File: src/asos_pkg.sv
// Package for the audio sample offset shifter: payload structs, internal
// control structs and sizing constants. No dependencies.
package asos_pkg;

  // Bytes in one CD audio sector
  localparam int SECTOR_BYTES = 2352;
  // Depth of the byte delay memory (power of two)
  localparam int DELAY_DEPTH  = 8192;
  localparam int ADDR_W       = $clog2(DELAY_DEPTH);

  // Offset register, byte-shift magnitude, run position, sector count and owed-zero count widths
  localparam int OFS_W  = 12;
  localparam int MAG_W  = OFS_W + 2;
  localparam int POS_W  = 31;
  localparam int SEC_W  = 19;
  localparam int ZERO_W = 14;

  // Output queue sizing
  localparam int FIFO_DEPTH = 3;
  localparam int PTR_W      = $clog2(FIFO_DEPTH);
  localparam int CNT_W      = $clog2(FIFO_DEPTH + 1);

  // Input op codes
  localparam logic OP_BYTE  = 1'b0;
  localparam logic OP_FLUSH = 1'b1;

  typedef struct packed {
    logic             op;
    logic [7:0]       sample_byte;
    logic [SEC_W-1:0] run_sectors;
  } in_item_t;

  typedef struct packed {
    logic [7:0] out_byte;
    logic       last_of_run;
  } out_item_t;

  // Delay memory access for one accepted byte
  typedef struct packed {
    logic              we;
    logic [ADDR_W-1:0] waddr;
    logic [7:0]        wdata;
    logic              re;
    logic [ADDR_W-1:0] raddr;
  } ram_req_t;

  // Result under construction, registered in the cycle after the accept
  typedef struct packed {
    logic       valid;
    logic       use_mem;
    logic [7:0] data;
    logic       last;
  } stage_t;

endpackage

File: src/asos_ctrl.sv
// Run control: offset register, run bookkeeping, delay memory addressing and
// the registered result stage. Depends on asos_pkg.
module asos_ctrl
  import asos_pkg::*;
(
  input  logic                    clk,
  input  logic                    rst_n,
  input  logic                    cfg_valid,
  input  logic signed [OFS_W-1:0] cfg_data,
  input  logic                    in_valid,
  input  logic                    in_stall,
  input  in_item_t                in_data,
  output ram_req_t                ram_req,
  output stage_t                  stg
);

  // Configuration and run state
  logic signed [OFS_W-1:0] offset_r;
  logic                    in_run_r, in_run_nxt;
  logic [POS_W-1:0]        pos_r, pos_nxt;
  logic [POS_W-1:0]        len_r, len_nxt;
  logic                    pass_r, pass_nxt;
  logic                    neg_r, neg_nxt;
  logic [MAG_W-1:0]        mag_r, mag_nxt;
  logic [ZERO_W-1:0]       zeros_r, zeros_nxt;
  stage_t                  stg_r, stg_nxt;

  logic              accept, is_byte, is_flush, start;
  logic [SEC_W-1:0]  sec_eff;
  logic [MAG_W-1:0]  off_bytes, mag_new;
  logic              neg_new, pass_new, short_run;
  logic [MAG_W:0]    lim;
  logic              pass_eff, neg_eff;
  logic [MAG_W-1:0]  mag_eff;
  logic [POS_W-1:0]  pos_eff, pos_plus;
  logic              last, has_prev;

  // Offset register write
  always_ff @(posedge clk) begin
    if (!rst_n) begin
      offset_r <= '0;
    end else if (cfg_valid) begin
      offset_r <= cfg_data;
    end
  end

  always_comb begin
    accept   = in_valid && !in_stall;
    is_byte  = accept && (in_data.op == OP_BYTE);
    is_flush = accept && (in_data.op == OP_FLUSH);
    start    = !in_run_r;

    // Run parameters taken on the first byte
    sec_eff   = (in_data.run_sectors == '0) ? SEC_W'(1) : in_data.run_sectors;
    off_bytes = {offset_r, 2'b00};
    neg_new   = offset_r[OFS_W-1];
    mag_new   = neg_new ? (MAG_W'(0) - off_bytes) : off_bytes;
    // The shift can only reach the run length for runs of up to three sectors
    short_run = (sec_eff < SEC_W'(4));
    lim       = (MAG_W+1)'(sec_eff[1:0]) * (MAG_W+1)'(SECTOR_BYTES);
    pass_new  = (mag_new == '0) ||
                (short_run && ((MAG_W+1)'(mag_new) >= lim)) ||
                (neg_new && (32'(mag_new) > 32'(DELAY_DEPTH)));

    pass_eff = start ? pass_new : pass_r;
    neg_eff  = start ? neg_new  : neg_r;
    mag_eff  = start ? mag_new  : mag_r;
    pos_eff  = start ? '0       : pos_r;
    pos_plus = pos_eff + POS_W'(1);
    // A run is at least one sector long, so its first byte is never its last
    last     = !start && (pos_plus >= len_r);
    has_prev = (pos_eff >= POS_W'(mag_eff));

    // Delay memory access for a negative shift
    ram_req.we    = is_byte && !pass_eff && neg_eff;
    ram_req.waddr = ADDR_W'(pos_eff);
    ram_req.wdata = in_data.sample_byte;
    ram_req.re    = ram_req.we && has_prev;
    ram_req.raddr = ADDR_W'(pos_eff) - ADDR_W'(mag_eff);

    // Defaults: hold state
    in_run_nxt = in_run_r;
    pos_nxt    = pos_r;
    len_nxt    = len_r;
    pass_nxt   = pass_r;
    neg_nxt    = neg_r;
    mag_nxt    = mag_r;
    zeros_nxt  = zeros_r;
    stg_nxt    = '0;

    if (is_byte) begin
      if (start) begin
        len_nxt  = POS_W'(sec_eff) * POS_W'(SECTOR_BYTES);
        pass_nxt = pass_new;
        neg_nxt  = neg_new;
        mag_nxt  = mag_new;
      end
      pos_nxt    = pos_plus;
      in_run_nxt = !last;
      // Owed zeros are dropped by a new run and set at the end of a positive shift
      zeros_nxt  = (last && !pass_eff && !neg_eff) ? ZERO_W'(mag_eff) : '0;

      if (pass_eff) begin
        stg_nxt.valid = 1'b1;
        stg_nxt.data  = in_data.sample_byte;
        stg_nxt.last  = last;
      end else if (!neg_eff) begin
        // Head bytes are dropped
        stg_nxt.valid = has_prev;
        stg_nxt.data  = in_data.sample_byte;
      end else begin
        // Zero padding until the delay line has history
        stg_nxt.valid   = 1'b1;
        stg_nxt.use_mem = has_prev;
        stg_nxt.last    = last;
      end
    end else if (is_flush && start && (zeros_r != '0)) begin
      zeros_nxt     = zeros_r - ZERO_W'(1);
      stg_nxt.valid = 1'b1;
      stg_nxt.last  = (zeros_r == ZERO_W'(1));
    end
  end

  always_ff @(posedge clk) begin
    if (!rst_n) begin
      in_run_r <= 1'b0;
      pos_r    <= '0;
      len_r    <= '0;
      pass_r   <= 1'b0;
      neg_r    <= 1'b0;
      mag_r    <= '0;
      zeros_r  <= '0;
      stg_r    <= '0;
    end else begin
      in_run_r <= in_run_nxt;
      pos_r    <= pos_nxt;
      len_r    <= len_nxt;
      pass_r   <= pass_nxt;
      neg_r    <= neg_nxt;
      mag_r    <= mag_nxt;
      zeros_r  <= zeros_nxt;
      stg_r    <= stg_nxt;
    end
  end

  assign stg = stg_r;

endmodule

File: config.mk
export PLATFORM = sky130hd
export DESIGN_NAME = asos_ctrl
export DESIGN_NICKNAME = d
export VERILOG_FILES = /design/src/asos_pkg.sv /design/src/asos_ctrl.sv
export SDC_FILE = /design/constraint.sdc
export NUM_CORES = 1
export LEC_CHECK = 0
export BUFFER_PORTS_ARGS = -buffer_cell sky130_fd_sc_hd__clkbuf_2
export CAP_MARGIN = 15
export CORE_ASPECT_RATIO = 1.2
export CORE_UTILIZATION = 60
export CTS_CLUSTER_DIAMETER = 200
export CTS_CLUSTER_SIZE = 25
export DETAILED_ROUTE_END_ITERATION = 10
export PLACE_DENSITY = 0.8
export SYNTH_ARGS = -nofsm -noshare
export SYNTH_HDL_FRONTEND = slang
export SYNTH_SLANG_ARGS = --single-unit
File: constraint.sdc
create_clock -name clk -period 6.25 [get_ports clk]
set_input_delay 1.25 -clock clk [delete_from_list [all_inputs] [get_ports clk]]
set_output_delay 1.25 -clock clk [all_outputs]
set_load 0.005 [all_outputs]
==> flow_summary_export.csv <==
group,metric,value,unit
final_layout,design_area,10900,um2
sta,final_period_minus_worst_setup_slack,5.90,ns
placement,placed_area,10600,um2
synthesis,sequential_cell_area_fraction_in_the_yosys_report,0.223,
global_routing,first_global_vias,8346,
critical_path,path_class,"in2out",
critical_path,timing.critical_path.required,5.00,ns
clock_tree,clock_path_buffers,2,
placement,place_congestion,0.930,
synthesis,synth_common_cells,"139 x sky130_fd_sc_hd__inv_1, 136 x sky130_fd_sc_hd__ha_1, 126 x sky130_fd_sc_hd__nand2_1",
synthesis,post_synth_instance_area,10100,um2
min_path,holdCritStartpoint,"len_r[26]",
drt,initial_drc_count,583,
sta,final.setup_skew,0.0143,ns
global_routing,grt_antenna_before_repair,0,
drt,wl_per_cell,15.4,um
clock_tree,cts-buffers-inserted,9,
clock_tree,clock_tree.root_cell,"sky130_fd_sc_hd__clkbuf_16",
run_status,status,"finished, final reports clean",
placement,count_of_input_and_output_buffers,91,
floorplanning,core_rows,51,
clock_tree,clock_sinks,112,
floorplanning,floorplan.die_area,17300,um2
placement,place_hpwl,18100,um
synthesis,synthDominantCellAreaShare,0.223,
floorplanning,die_w,120,um
critical_path,critical_path_arrival,4.65,ns
critical_path,worstSetupStartpointType,"input pin",
sta,setup-tns-final,0,ns
floorplanning,placeable_area,16300,um2
global_routing,gr-usage-all-layers,0.281,
synthesis,synth_fp_nets,1477,
global_routing,grt_first_pass_wirelength,39100,um
min_path,min-delay-path-class,"reg2reg",
sta,fmax,0.169,GHz
sta,hold_viol,0,
placement,placedCellCount,1508,
sta,rsz0062_at_grt,"false",
job,count_of_maximum_capacitance_violations,0,
critical_path,startpoint,"in_data[16]",
global_routing,grt_start_max_net_pins,68,
pwr,power_leakage,5.10,nW
synthesis,ys_dominant_reg_cell,"sky130_fd_sc_hd__dfxtp_1",
synthesis,top_cells_by_area_synth,"sky130_fd_sc_hd__dfxtp_1 22%, sky130_fd_sc_hd__ha_1 17%, sky130_fd_sc_hd__fa_1 5.8%",
floorplanning,dieHeight,144,um
floorplanning,num_io_pins,92,
sta,worst_slack,0.347,ns
clock_tree,clkTransAtPathRegs,0.07,ns
pwr,pwr_density_cell,218,nW/um2
sta,worst_slew_pin_slew,0.791,ns
clock_tree,post_cts_buffers,0,
final_layout,fillCellCount,1434,
final_layout,number_of_nets_in_the_finished_design,1517,
final_layout,insertedDiodeCount,0,
synthesis,library_cell_with_the_highest_instance_count_after_synthesis,"sky130_fd_sc_hd__inv_1",
synthesis,synth_top_cell_by_area,"sky130_fd_sc_hd__dfxtp_1",
synthesis,post_synth_inst_count,1267,
sta,worst_slew_margin_rel,0.469,
final_layout,layoutNonFillerInstCount,1524,
sta,report.final.setup_viol,0,
final_layout,drive_gt1_frac,0.104,
drt,drt_drc_violations_left,0,
sta,finalCritPeriodShare,0.945,
drt,detailedRoute.firstPassIterationCount,5,
placement,post-place-ws,0.273,ns
synthesis,synth_edf_count,0,
sta,report.final.slew_viol_count,0,
drt,detailroute.via_count,8737,
drt,wl,23400,um
clock_tree,cts_tree,"yes",
synthesis,synth_cell_types,69,
clock_tree,cts.hold.buffers_added,0,
critical_path,timing.critical_path.fanout_max,11,
critical_path,worstReg2RegStart,"in_run_r",
clock_tree,htree_num_levels,3,
synthesis,ys_async_sr_fraction,0,
synthesis,yosys_register_bits,112,
critical_path,timing.critical_path.to_type,"primary output",
global_routing,globalRouteOverflowTotal,0,
drt,average_via_count_per_standard_cell,5.73,
final_layout,fin_util,0.665,
synthesis,syn-mean-instance-area,7.95,um2
pwr,vdd_drop_max,0.000142,V
clock_tree,cts.repair.resized,0,
floorplanning,initial_utilization,0.616,
drt,ant_nets,0,
final_layout,area.growth.synth_to_final,7.81,%
clock_tree,clock_network_latency_to_the_later_pin_of_the_worst_skew_pair,0.37,ns
synthesis,yosys_warnings,0,
area by class of cell:
class                   count  area [um2]  share of cell area
multi-input cells         942        7000               0.645
repair buffers            102         538              0.0496
inverters                 140         526              0.0484
clock buffers              10         229              0.0211
clock inverters             6        58.8             0.00542
well taps                 212         265              0.0244
flip-flops and latches    112        2240               0.206
worst paths after layout:
kind	to	slack [ns]	cells after the start
max	ram_req[13]	0.35	20
min reg2reg	len_r[26]	0.47	2
min	len_r[26]	0.47	2
max reg2reg	zeros_r[5]	1.51	16
state kept, by name, summed over array words and instances (netlist names):
| name | count |
|---|---|
| in_run_r | 1 |
| len_r | 27 |
| mag_r | 14 |
| neg_r | 1 |
| offset_r | 12 |
| pass_r | 1 |
| pos_r | 31 |
| stg | 11 |
| zeros_r | 14 |
power by group:
part	switching, W	total [W]	internal (W)
registers	0.0000305	0.000779	0.000748
logic	0.000584	0.00100	0.000418
clock network	0.000300	0.000583	0.000283
layout by cell type (no fill, tap or decap), drive strengths merged, types with 13 or more instances in the layout:
cell type	netlist	routed
nand2	126	126
fa	29	29
a21oi	36	36
nor4	14	14
a21boi	18	18
nor2	91	91
nor3	19	19
and3	16	16
nor2b	24	24
nand3	39	39
dfxtp	112	112
xor2	27	27
clkbuf	58	101
mux2i	25	25
o21ai	74	74
ha	136	136
inv	140	145
a21o	13	13
and2	40	40
nand4	19	19
xnor2	42	42
per-layer routing:
layer	global-route usage	vias to the layer above	routed length, um
met2	0.482	241	11000
li1	-	4395	-
met4	0.120	0	753
met3	0.0321	52	1050
met1	0.358	4049	10700
met5	0	-	0
critical path, stage by stage:
cell and delay, ns:
sky130_fd_sc_hd__clkbuf_2 0.10, sky130_fd_sc_hd__inv_1 0.05, sky130_fd_sc_hd__ha_1 0.13, sky130_fd_sc_hd__nor4b_2 0.24
sky130_fd_sc_hd__nand3_1 0.16, sky130_fd_sc_hd__o21ba_2 0.30, sky130_fd_sc_hd__inv_1 0.10, sky130_fd_sc_hd__ha_1 0.18
sky130_fd_sc_hd__inv_1 0.05, sky130_fd_sc_hd__ha_1 0.29, sky130_fd_sc_hd__nand3b_1 0.09, sky130_fd_sc_hd__o211a_1 0.22
sky130_fd_sc_hd__nor3b_1 0.25, sky130_fd_sc_hd__a211oi_2 0.10, sky130_fd_sc_hd__a31oi_1 0.37, sky130_fd_sc_hd__a211oi_2 0.16
sky130_fd_sc_hd__a31oi_1 0.19, sky130_fd_sc_hd__buf_4 0.20, sky130_fd_sc_hd__nor3_1 0.07, sky130_fd_sc_hd__clkbuf_2 0.13
through the flow:
| stage | hold WS, ns | power (W) |
|---|---|---|
| floorplan | 0.437 | 0.00155 |
| global placement | 0.451 | 0.00175 |
| detailed placement | 0.461 | 0.00178 |
| CTS | 0.471 | 0.00236 |
| global route | 0.477 | 0.00253 |
| finish | 0.470 | 0.00236 |
logic make-up after synthesis:
logic type | after synthesis | share of synthesized area
flops | 112 | 0.223
fa+ha+maj | 165 | 0.227
compound gates | 242 | 0.158
simple gates | 437 | 0.220
buf+inv | 213 | 0.0835
mux | 29 | 0.0293
xor+xnor | 69 | 0.0600
(Power assumes the default switching activity.)
