File: config.mk
export PLATFORM = sky130hd
export DESIGN_NAME = asos_out_fifo
export DESIGN_NICKNAME = d
export VERILOG_FILES = /design/src/asos_pkg.sv /design/src/asos_out_fifo.sv
export SDC_FILE = /design/constraint.sdc
export NUM_CORES = 1
export LEC_CHECK = 0
export BUFFER_PORTS_ARGS = -buffer_cell sky130_fd_sc_hd__buf_2
export CORE_MARGIN = 5
export CORE_UTILIZATION = 55
export CTS_CLUSTER_SIZE = 30
export DETAILED_ROUTE_END_ITERATION = 8
export GPL_TIMING_DRIVEN = 0
export PLACE_DENSITY_LB_ADDON = 0.05
export SYNTH_ARGS = -nofsm -noshare
export SYNTH_HDL_FRONTEND = slang
export SYNTH_SLANG_ARGS = --single-unit
export TNS_END_PERCENT = 100
File: constraint.sdc
create_clock -name clk -period 2.9 [get_ports clk]
set_input_delay 0.435 -clock clk [delete_from_list [all_inputs] [get_ports clk]]
set_output_delay 0.435 -clock clk [all_outputs]
set_load 0.005 [all_outputs]
File: src/asos_pkg.sv
// Package for the audio sample offset shifter: payload structs, internal
// control structs and sizing constants. No dependencies.
package asos_pkg;

  // Bytes in one CD audio sector
  localparam int SECTOR_BYTES = 2352;
  // Depth of the byte delay memory (power of two)
  localparam int DELAY_DEPTH  = 8192;
  localparam int ADDR_W       = $clog2(DELAY_DEPTH);

  // Offset register, byte-shift magnitude, run position, sector count and owed-zero count widths
  localparam int OFS_W  = 12;
  localparam int MAG_W  = OFS_W + 2;
  localparam int POS_W  = 31;
  localparam int SEC_W  = 19;
  localparam int ZERO_W = 14;

  // Output queue sizing
  localparam int FIFO_DEPTH = 3;
  localparam int PTR_W      = $clog2(FIFO_DEPTH);
  localparam int CNT_W      = $clog2(FIFO_DEPTH + 1);

  // Input op codes
  localparam logic OP_BYTE  = 1'b0;
  localparam logic OP_FLUSH = 1'b1;

  typedef struct packed {
    logic             op;
    logic [7:0]       sample_byte;
    logic [SEC_W-1:0] run_sectors;
  } in_item_t;

  typedef struct packed {
    logic [7:0] out_byte;
    logic       last_of_run;
  } out_item_t;

  // Delay memory access for one accepted byte
  typedef struct packed {
    logic              we;
    logic [ADDR_W-1:0] waddr;
    logic [7:0]        wdata;
    logic              re;
    logic [ADDR_W-1:0] raddr;
  } ram_req_t;

  // Result under construction, registered in the cycle after the accept
  typedef struct packed {
    logic       valid;
    logic       use_mem;
    logic [7:0] data;
    logic       last;
  } stage_t;

endpackage

File: src/asos_out_fifo.sv
// Small output queue that decouples the result side from the pipeline.
// Depends on asos_pkg.
module asos_out_fifo
  import asos_pkg::*;
(
  input  logic             clk,
  input  logic             rst_n,
  input  logic             push,
  input  out_item_t        push_data,
  output logic             out_valid,
  input  logic             out_stall,
  output out_item_t        out_data,
  output logic [CNT_W-1:0] count
);

  out_item_t        q_r [FIFO_DEPTH];
  logic [PTR_W-1:0] wr_ptr_r, wr_ptr_nxt;
  logic [PTR_W-1:0] rd_ptr_r, rd_ptr_nxt;
  logic [CNT_W-1:0] count_r, count_nxt;
  logic             pop;

  assign out_valid = (count_r != '0);
  assign out_data  = q_r[rd_ptr_r];
  assign count     = count_r;
  assign pop       = out_valid && !out_stall;

  // Pointer and fill count update
  always_comb begin
    wr_ptr_nxt = wr_ptr_r;
    rd_ptr_nxt = rd_ptr_r;
    if (push) begin
      wr_ptr_nxt = (wr_ptr_r == PTR_W'(FIFO_DEPTH - 1)) ? '0 : wr_ptr_r + 1'b1;
    end
    if (pop) begin
      rd_ptr_nxt = (rd_ptr_r == PTR_W'(FIFO_DEPTH - 1)) ? '0 : rd_ptr_r + 1'b1;
    end
    count_nxt = count_r + CNT_W'(push) - CNT_W'(pop);
  end

  always_ff @(posedge clk) begin
    if (!rst_n) begin
      wr_ptr_r <= '0;
      rd_ptr_r <= '0;
      count_r  <= '0;
    end else begin
      wr_ptr_r <= wr_ptr_nxt;
      rd_ptr_r <= rd_ptr_nxt;
      count_r  <= count_nxt;
    end
  end

  // Entry storage
  always_ff @(posedge clk) begin
    if (push) begin
      q_r[wr_ptr_r] <= push_data;
    end
  end

endmodule

==> summary.txt, run 1 <==
Status
  – Status: finished clean

Logic synthesis
  – #FFs+latches synth: 35
  – Mux contribution to synthesized area: 10.38%
  – Asr flop ratio synth: 0%
  – Sequential share of the synthesized area: 71.92%
  – Synth Area in Adders: 0.9268%
  – Synth Flop Type: edfxtp_1
  – XOR/XNOR Fraction of Synth Area: 0%
  – Syn Inst Count: just over 90
  – Synth Area per Inst: 14.52 um2
  – Simple-gate share of the synthesized area: roughly a tenth
  – Syn Nets: ~110
  – Distinct cells, synth: 22
  – Most common cell in the netlist: edfxtp_1
  – Yosys top cell by area: edfxtp_1
  – Ys Warns: 0
  – Post-synth top area share: 60.06%
  – Synthesized area: between 1000 and 1500 um2
  – EDFF count, synth: 27
  – Top cells by area, synth: edfxtp_1 (60%), dfxtp_1 (12%), mux2i_1 (10%), nand2_1 (3.9%), o21ai_0 (3.7%)
  – Most frequent cells after synthesis: edfxtp_1 (27), mux2i_1 (14), nand2_1 (14)
  – Largest family of logic cells by synthesized area: multiplexers
  – Compound-gate portion of the synthesized area: under 10%

Timing
  – RSZ-0062 raised after global routing: no
  – Clock Skews: just over 0.007 ns
  – Pins Over Slew Limit: 0
  – Final hold vios: 0
  – Slack of the critical path: roughly 0.86 ns
  – Worst-Margin Slew: between 0.8 and 0.9 ns
  – Endpoints failing setup: 0
  – Slew margin rel.: between 40% and 50%
  – Max Freq: about 490 MHz
  – Hold WS: around 0.30 ns
  – Total negative slack: 0 ns
  – Tcrit/Tclk final: between 70 and 80%
  – Final worst path period need: slightly above 2 ns

Power
  – Internal power: 0.6986 mW
  – NetSw: around 0.2 mW
  – Sw frac: 22.34%
  – Clock share of power: between 20% and 30%
  – Max VDD drop: approximately 0.47 mV
  – Seq pwr share: between 60% and 70%
  – Total leakage power: between 0.6 and 0.7 nW
  – Logic gate share of total power: a little under a tenth
  – PwrDens: 574.3 nW/um2

Route
  – Wire per inst: 13.19 um
  – Via/cell ratio: about 5.1
  – DRT iter0 DRCs: 17
  – Antenna viol nets, final: 0
  – Routed WL: around 2000 um
  – DRC Markers: 0
  – Vias: roughly 790
  – Drt first pass iters: 4

Global routing
  – Grt peak-use layer: met2
  – Met2 Use GR: 21.84%
  – Global Route Usage Sum: 13.51%
  – Remaining global-route overflow: 0
  – Global-route wire length before repair: around 3400 um
  – Met1 Use GR: between 15 and 20%
  – Largest net degree at the start of global routing: 12
  – Routing usage on met3: 5.011%
  – Vias in the first global route: about 800
  – Initial antenna violation count: 0

Critical path
  – Worst EP arrival: 1.61 ns
  – Worst endpoint required time: between 2 and 2.5 ns
  – Worst R2R Setup Slack: 1.44 ns
  – Worst R2R Start: wr_ptr_r[1]
  – Worst-path maximum fanout: 10
  – Crit path launch type: flip-flop
  – Worst setup EP type: primary output
  – Critical path class: reg2out

Floorplanning
  – I/O Pins: 25
  – Initial Util: between 50% and 60%
  – Core area: 2410 um2
  – # rows: 18
  – Die W: roughly 60 um
  – Die H: 59.55 um
  – Die ar.: 3546 um2

Finish
  – Final std cells w/o fill: approximately 160
  – ANT cells: 0
  – Nets: between 100 and 150
  – Design Area, Final: 1567 um2
  – Share of cells above drive strength 1: between 20% and 30%
  – Area delta synth->final: 16.03%

CTS
  – CTS root buf: clkbuf_4
  – Clock buffer depth: 2
  – CTS tree: built
  – Worst-path clk slew: roughly 0.10 ns
  – Clk_lat worst skew: between 0.3 and 0.4 ns
  – H-tree depth: 2
  – Clock sinks: 35
  – CTS Buf Count: 5
  – Post-CTS sizing: 0
  – Post CTS Setup Buffer Count: 0
  – CTS Hold Bufs: 0

Placement
  – DP Cell Count: between 100 and 150
  – Port Buffers: 24
  – Dpl ws: between 1 and 1.5 ns
  – Placed Area: between 1500 and 2000 um2
  – RePlAce Congestion: 0.6217
  – Dpl hpwl: between 1000 and 1500 um

Run
  – Max-cap violations: 0

Hold path
  – Worst hold path class: in2reg
  – Hold Startpoint: push_data[2]
==> registers in the layout, summed over array words and instances (netlist names), named ones only <==
register / count
count: 2
rd_ptr_r: 2
wr_ptr_r: 2
q_r: 27
==> layer usage <==
metal / vias to the layer above / part of all wire (%)
li1: 403 / -
met1: 361 / 44
met2: 17 / 49
met3: 4 / 6.0
met4: 0 / 1.3
met5: - / 0
==> final timing paths <==
check	depth (start not counted)	endpoint
setup / recovery	5	out_data[0]
hold / removal	1	q_r[0][2]
setup reg to reg	2	q_r[2][2]
hold reg to reg	2	rd_ptr_r[1]
==> power by group through the flow <==
stage	combinational (mW)	clock (mW)	sequential, mW
detailed placement	0.0870	0	0.584
CTS	0.0871	0.252	0.573
global route	0.0963	0.279	0.576
finish	0.0851	0.242	0.573
floorplan	0.0479	0	0.583
global placement	0.0848	0	0.583
==> area by class of cell <==
class	instances	area (um2)
Fill cell	185	843.3
Inverter	1	3.754
Buffer	3	13.76
Multi-Input combinational cell	54	366.6
Timing Repair Buffer	24	120.1
Tap cell	30	37.54
Clock inverter	2	12.51
Clock buffer	6	41.29
Sequential cell	35	970.9
==> critical path, cell delays in order (launching register included) <==
cell      delay [ns]
dfxtp_1         0.31
clkbuf_1        0.33
buf_2           0.31
nand2_1         0.07
o21ai_0         0.10
buf_2           0.16
==> layout by cell type, fill, tap and decap left out, types with 2 or more instances in the layout <==
master and instances:
buf_2 26, clkbuf_1 2, clkbuf_4 5, dfxtp_1 8, edfxtp_1 27, mux2i_1 14
nand2_1 14, nand2b_1 2, nand3b_1 2, o21ai_0 10
==> through the flow <==
stage	utilization [%]	power, mW
5_1_grt	65.01	0.9509
6_report	65.01	0.8996
3_5_place_dp	62.77	0.6714
4_1_cts	65.01	0.9117
2_1_floorplan	-	0.6306
3_3_place_gp	62.56	0.6681
==> logic make-up (layout without fill, tap and decap cells) <==
| logic type | Yosys count | after routing |
|---|---|---|
| AOI/OAI and AO/OA | 14 | 14 |
| adders and majority gates | 1 | 1 |
| muxes | 14 | 14 |
| DFF | 35 | 35 |
| buffers and inverters | 4 | 36 |
| and+or+nand+nor | 25 | 25 |
(Power assumes the default switching activity.)
==> run 2, diff against run 1 <==
--- a/config.mk
+++ b/config.mk
@@ -7,7 +7,7 @@
 export LEC_CHECK = 0
 export BUFFER_PORTS_ARGS = -buffer_cell sky130_fd_sc_hd__buf_2
 export CORE_MARGIN = 5
-export CORE_UTILIZATION = 55
+export CORE_UTILIZATION = 48
 export CTS_CLUSTER_SIZE = 30
 export DETAILED_ROUTE_END_ITERATION = 8
 export GPL_TIMING_DRIVEN = 0
==> constraint.sdc (replaced) <==
create_clock -name clk -period 1.7 [get_ports clk]
set_input_delay 0.255 -clock clk [delete_from_list [all_inputs] [get_ports clk]]
set_output_delay 0.255 -clock clk [all_outputs]
set_load 0.005 [all_outputs]
==> run 2 against run 1 <==
Compared with the run above:
- core utilization decreased by 7.6 points
- largest power group unchanged
- sequential power grew 71%
- wire length increased by 6.1%
- die area rose by 12%
- combinational power grew 72%
- largest cell class unchanged
==> summary.txt, run 2 (same netlist as run 1, synthesis figures left out) <==
Power
  – Max VDD drop: about 0.84 mV
  – Total leakage power: around 0.61 nW
  – PwrDens: a little under 1000 nW/um2
  – Final Power: approximately 1.5 mW

Critical path
  – Critical-path cell list: clkbuf_4, mux2i_1, o21ai_0, buf_2
  – Max stage delay on crit path: about 0.31 ns
  – Critical path's slowest cell: dfxtp_1
  – Worst setup EP type: primary output
  – Critical path class: reg2out
  – Worst-path maximum fanout: 9
  – Worst R2R Setup Slack: 0.23 ns
  – FF-to-FF path depth: 2
  – CP bufs+invs: 2
  – Worst EP arrival: approximately 1.3 ns
  – CP top delay family: buffers and inverters
  – Crit path launch type: flip-flop
  – Worst endpoint required time: 1.44 ns
  – Worst R2R Start: wr_ptr_r[1]
  – RR Endpoint: q_r[2][8]

Finish
  – Final std cells w/o fill: about 160
  – Fill cells: between 200 and 250
  – ANT cells: 0
  – Design Area, Final: approximately 1600 um2
  – Max reg flops: 27
  – Commonest non-fill, non-tap cell in the layout: edfxtp_1
  – Nets: approximately 140
  – Commonest non-fill, non-tap cells in the layout: edfxtp_1 (27), buf_2 (24), mux2i_1 (14), nand2_1 (14), o21ai_0 (10)
  – Util after Layout: 57.39%
  – Area delta synth->final: 16.22%
  – Largest Register: q_r
  – Share of cells above drive strength 1: about a third

Timing
  – Max Freq: about 630 MHz
  – Tcrit/Tclk final: around 93%
  – Total negative slack: 0 ns
  – Clock Skews: between 0.007 and 0.008 ns
  – Pins Over Slew Limit: 0
  – Endpoints failing setup: 0
  – Final hold vios: 0
  – Slew margin rel.: 43.70%
  – Worst-Margin Slew: 0.8414 ns
  – Final worst path period need: 1.581 ns
  – RSZ-0062 raised after global routing: no

Hold path
  – Worst Hold End: q_r[2][6]
  – Worst hold path class: in2reg
  – Hold Startpoint: push_data[6]
  – Hold depth: 1

Global routing
  – Vias in the first global route: approximately 760
  – Initial antenna violation count: 0
  – Largest net degree at the start of global routing: 12
  – Global Route Usage Sum: about 13%
  – Remaining global-route overflow: 0
  – Global-route wire length before repair: approximately 3700 um

CTS
  – H-tree depth: 2
  – Clock buffer depth: 2
  – Clk_lat worst skew: roughly 0.34 ns
  – CTS root buf: clkbuf_4
  – CTS tree: built
  – CTS Buf Count: 5
  – Worst-path clk slew: about 0.11 ns
  – Post CTS Setup Buffer Count: 0
  – Post-CTS sizing: 1
  – Clock sinks: 35
  – CTS Hold Bufs: 0

Floorplanning
  – # rows: 19
  – Die ar.: approximately 4000 um2
  – Die H: about 63 um
  – Core area: roughly 2700 um2
  – I/O Pins: 25
  – Die W: between 60 and 70 um
  – Initial Util: 49.38%

Route
  – Vias: roughly 770
  – DRC Markers: 0
  – Antenna viol nets, final: 0
  – Drt first pass iters: 4
  – Via/cell ratio: 4.948
  – DRT iter0 DRCs: 18
  – Wire per inst: ~14 um
  – Routed WL: between 2000 and 2500 um

Status
  – Status: finished clean

Run
  – Max-cap violations: 0

Placement
  – DP Cell Count: 148
  – Dpl hpwl: 1496 um
  – Port Buffers: 24
  – RePlAce Congestion: 0.6348
  – Placed Area: ~1500 um2
==> run 2: cell types whose count changed in the layout (fill, tap and decap cells not counted), sizes merged <==
| cell | previous run | this run |
|---|---|---|
| clkinvlp | 1 | 0 |
| clkinv | 1 | 3 |
| buf | 26 | 24 |
==> run 2: worst max path at each step <==
stage | cells after the start | to | start
finish | 4 | out_data[8] | flip-flop
global placement | 2 | q_r[0][2] | push
CTS | 4 | out_data[8] | flip-flop
detailed placement | 2 | q_r[0][2] | push
floorplan | 1 | q_r[0][0] | wr_ptr_r[1]
global route | 4 | out_data[7] | flip-flop
==> run 2: area by class of cell <==
class                           instances  area (um2)  area share (%)
Buffer                                  2       15.01          0.9569
Clock buffer                            5       37.54           2.392
Clock inverter                          3       15.01          0.9569
Inverter                                1       3.754          0.2392
Multi-Input combinational cell         54       366.6           23.37
Sequential cell                        35       972.2           61.96
Tap cell                               31       38.79           2.472
Timing Repair Buffer                   24       120.1           7.656
==> run 2: metal layers <==
layer | GRT usage [%] | up-vias | share of wire, %
li1 | - | 399 | -
met1 | 16.65 | 343 | 46
met2 | 17.56 | 21 | 46
met3 | 6.115 | 4 | 6.5
met4 | 5.570 | 0 | 1.3
met5 | 0 | - | 0
==> run 2: where the power goes <==
group	internal, mW	switching (mW)
combinational	0.0711	0.0746
clock	0.154	0.264
sequential	0.962	0.0166
==> run 2: through the flow <==
stage | setup slack (ns) | hold slack [ns]
floorplan | 0.1846 | 0.3539
global placement | -0.3130 | 0.4542
detailed placement | 0.1820 | 0.4621
CTS | 0.03245 | 0.1069
global route | 0.004663 | 0.08644
finish | 0.1186 | 0.1115
==> run 3, diff against run 2 <==
--- a/config.mk
+++ b/config.mk
@@ -6,7 +6,7 @@
 export NUM_CORES = 1
 export LEC_CHECK = 0
 export BUFFER_PORTS_ARGS = -buffer_cell sky130_fd_sc_hd__buf_2
-export CORE_MARGIN = 5
+export CORE_ASPECT_RATIO = 1.4
 export CORE_UTILIZATION = 48
 export CTS_CLUSTER_SIZE = 30
 export DETAILED_ROUTE_END_ITERATION = 8
==> run 3 against run 2 <==
Compared with the run above:
- final area rose by 1.0%
- core utilization rose by 2.6 points
- highest routed layer unchanged
- via count increased by 2.2%
- total power increased by 2.6%
- critical path depth unchanged
- flip-flop and latch count did not move
- clock power increased by 9.6%
- global-route usage increased by 4.3 points
- worst setup slack improved by 0.028 ns
- register-to-register slack lost 0.02 ns
- hold slack got worse by 0.0019 ns
- critical endpoint is now out_data[7]
==> summary.txt, run 3 (same netlist as run 1, synthesis figures left out) <==
Critical path
  – RR Endpoint: q_r[2][0]
  – Critical path's slowest cell: dfxtp_1
  – Critical-path cell list: buf_4, mux2i_1, o21ai_0, buf_2
  – Crit path to: out_data[7]
  – Worst EP arrival: around 1.3 ns
  – Worst setup EP type: primary output
  – Worst endpoint required time: around 1.4 ns
  – Worst R2R Start: wr_ptr_r[1]
  – Worst-path maximum fanout: 9
  – FF-to-FF path depth: 2
  – Crit path launch type: flip-flop
  – Max stage delay on crit path: roughly 0.33 ns
  – Worst R2R Setup Slack: between 0.2 and 0.25 ns
  – Critical path class: reg2out

Floorplanning
  – # rows: 22
  – Die ar.: 3032 um2
  – I/O Pins: 25
  – Die H: roughly 65 um
  – Initial Util: between 50% and 60%
  – Core area: between 2000 and 3000 um2
  – Die W: approximately 47 um

Hold path
  – Worst hold path class: in2reg

Route
  – Via/cell ratio: a little under 5
  – Routed WL: just over 2000 um
  – Drt first pass iters: 4
  – Antenna viol nets, final: 0
  – DRT iter0 DRCs: 15
  – DRC Markers: 0
  – Wire per inst: between 10 and 15 um
  – Vias: 784

Timing
  – Total negative slack: 0 ns
  – Clock Skews: between 0.01 and 0.015 ns
  – Endpoints failing setup: 0
  – Tcrit/Tclk final: between 90% and 100%
  – Worst-Margin Slew: 0.8441 ns
  – RSZ-0062 raised after global routing: no
  – Final worst path period need: 1.554 ns
  – Max Freq: ~640 MHz
  – Final hold vios: 0
  – Slack of the critical path: 0.1462 ns
  – Pins Over Slew Limit: 0
  – Slew margin rel.: 43.52%

Finish
  – Fill cells: ~240
  – ANT cells: 0
  – Share of cells above drive strength 1: 30.65%
  – Nets: 137
  – Commonest non-fill, non-tap cells in the layout: edfxtp_1 (27), buf_2 (24), mux2i_1 (14), nand2_1 (14), o21ai_0 (10)
  – Area delta synth->final: 17.42%
  – Commonest non-fill, non-tap cell in the layout: edfxtp_1
  – Max reg flops: 27
  – Largest Register: q_r

Global routing
  – Vias in the first global route: about 790
  – Global-route wire length before repair: between 3000 and 4000 um
  – Largest net degree at the start of global routing: 12
  – Remaining global-route overflow: 0
  – Global Route Usage Sum: between 15 and 20%
  – Initial antenna violation count: 0

CTS
  – CTS root buf: clkbuf_4
  – H-tree depth: 2
  – Post CTS Setup Buffer Count: 0
  – CTS tree: built
  – Worst-path clk slew: between 0.1 and 0.15 ns
  – Clock buffer depth: 2
  – Clock sinks: 35
  – CTS Buf Count: 5
  – Clk_lat worst skew: about 0.34 ns

Power
  – Max VDD drop: ~0.64 mV
  – Total leakage power: 0.6038 nW
  – PwrDens: about 1000 nW/um2

Placement
  – Port Buffers: 24
  – RePlAce Congestion: ~0.65
  – Dpl ws: 0.2185 ns
  – Dpl hpwl: 1401 um

Run
  – Max-cap violations: 0

Status
  – Status: finished clean
-- run 3: final cells by class --
| cell class | instances | area [um2] | share of cell area, % |
|---|---|---|---|
| sequential | 35 | 972.2 | 61.33 |
| multi-input combinational | 54 | 366.6 | 23.13 |
| timing repair buffer | 24 | 120.1 | 7.577 |
| clock buffer | 6 | 51.30 | 3.236 |
| tap | 36 | 45.04 | 2.841 |
| buffer | 2 | 15.01 | 0.9471 |
| clock inverter | 2 | 11.26 | 0.7103 |
| inverter | 1 | 3.754 | 0.2368 |
-- run 3: timing repair --
| action | CTS | global route |
|---|---|---|
| resized for setup | 0 | 4 |
| hold buffers | 0 | 0 |
| setup endpoints to repair | 9 | 9 |
| pin swaps | 0 | 0 |
-- run 3: where the power goes --
group | internal, mW | switching [mW]
clock network | 0.196 | 0.262
registers | 0.962 | 0.0167
logic | 0.0713 | 0.0746
total | 1.23 | 0.353
-- run 3: stage by stage --
stage          util [%]  power, mW  cell area (um2)  cells  hold slack [ns]
3_5_place_dp      57.53      1.145             1520    153           0.4578
2_1_floorplan         -      1.076             1350     93           0.3539
4_1_cts           59.75      1.600             1579    160          0.09539
5_1_grt           59.99      1.655             1585    160          0.09281
3_3_place_gp      57.34      1.138             1515    153           0.4536
6_report          59.99      1.583             1585    160           0.1096
-- run 3: worst min-delay path by stage --
stage                       from  cells after the start   endpoint
floorplan           push_data[0]                      0  q_r[0][0]
global placement    push_data[6]                      1  q_r[1][6]
detailed placement  push_data[4]                      1  q_r[1][4]
CTS                 push_data[2]                      1  q_r[2][2]
global route        push_data[7]                      1  q_r[2][7]
finish              push_data[6]                      1  q_r[2][6]
-- run 3: critical path, delay by kind of cell, from the launching register on --
family                 cells  cell delay (ns)
AO/OA/AOI/OAI              1             0.09
buffers and inverters      2             0.34
flip-flops                 1             0.33
multiplexers               1             0.21
-- run 3: layer usage --
layer / vias up / track usage [%] / wire length (um)
met5: - / 0 / 0
met4: 0 / 9.643 / 57
met3: 6 / 6.964 / 107
met2: 21 / 26.39 / 1020
met1: 362 / 18.64 / 894
li1: 395 / - / -
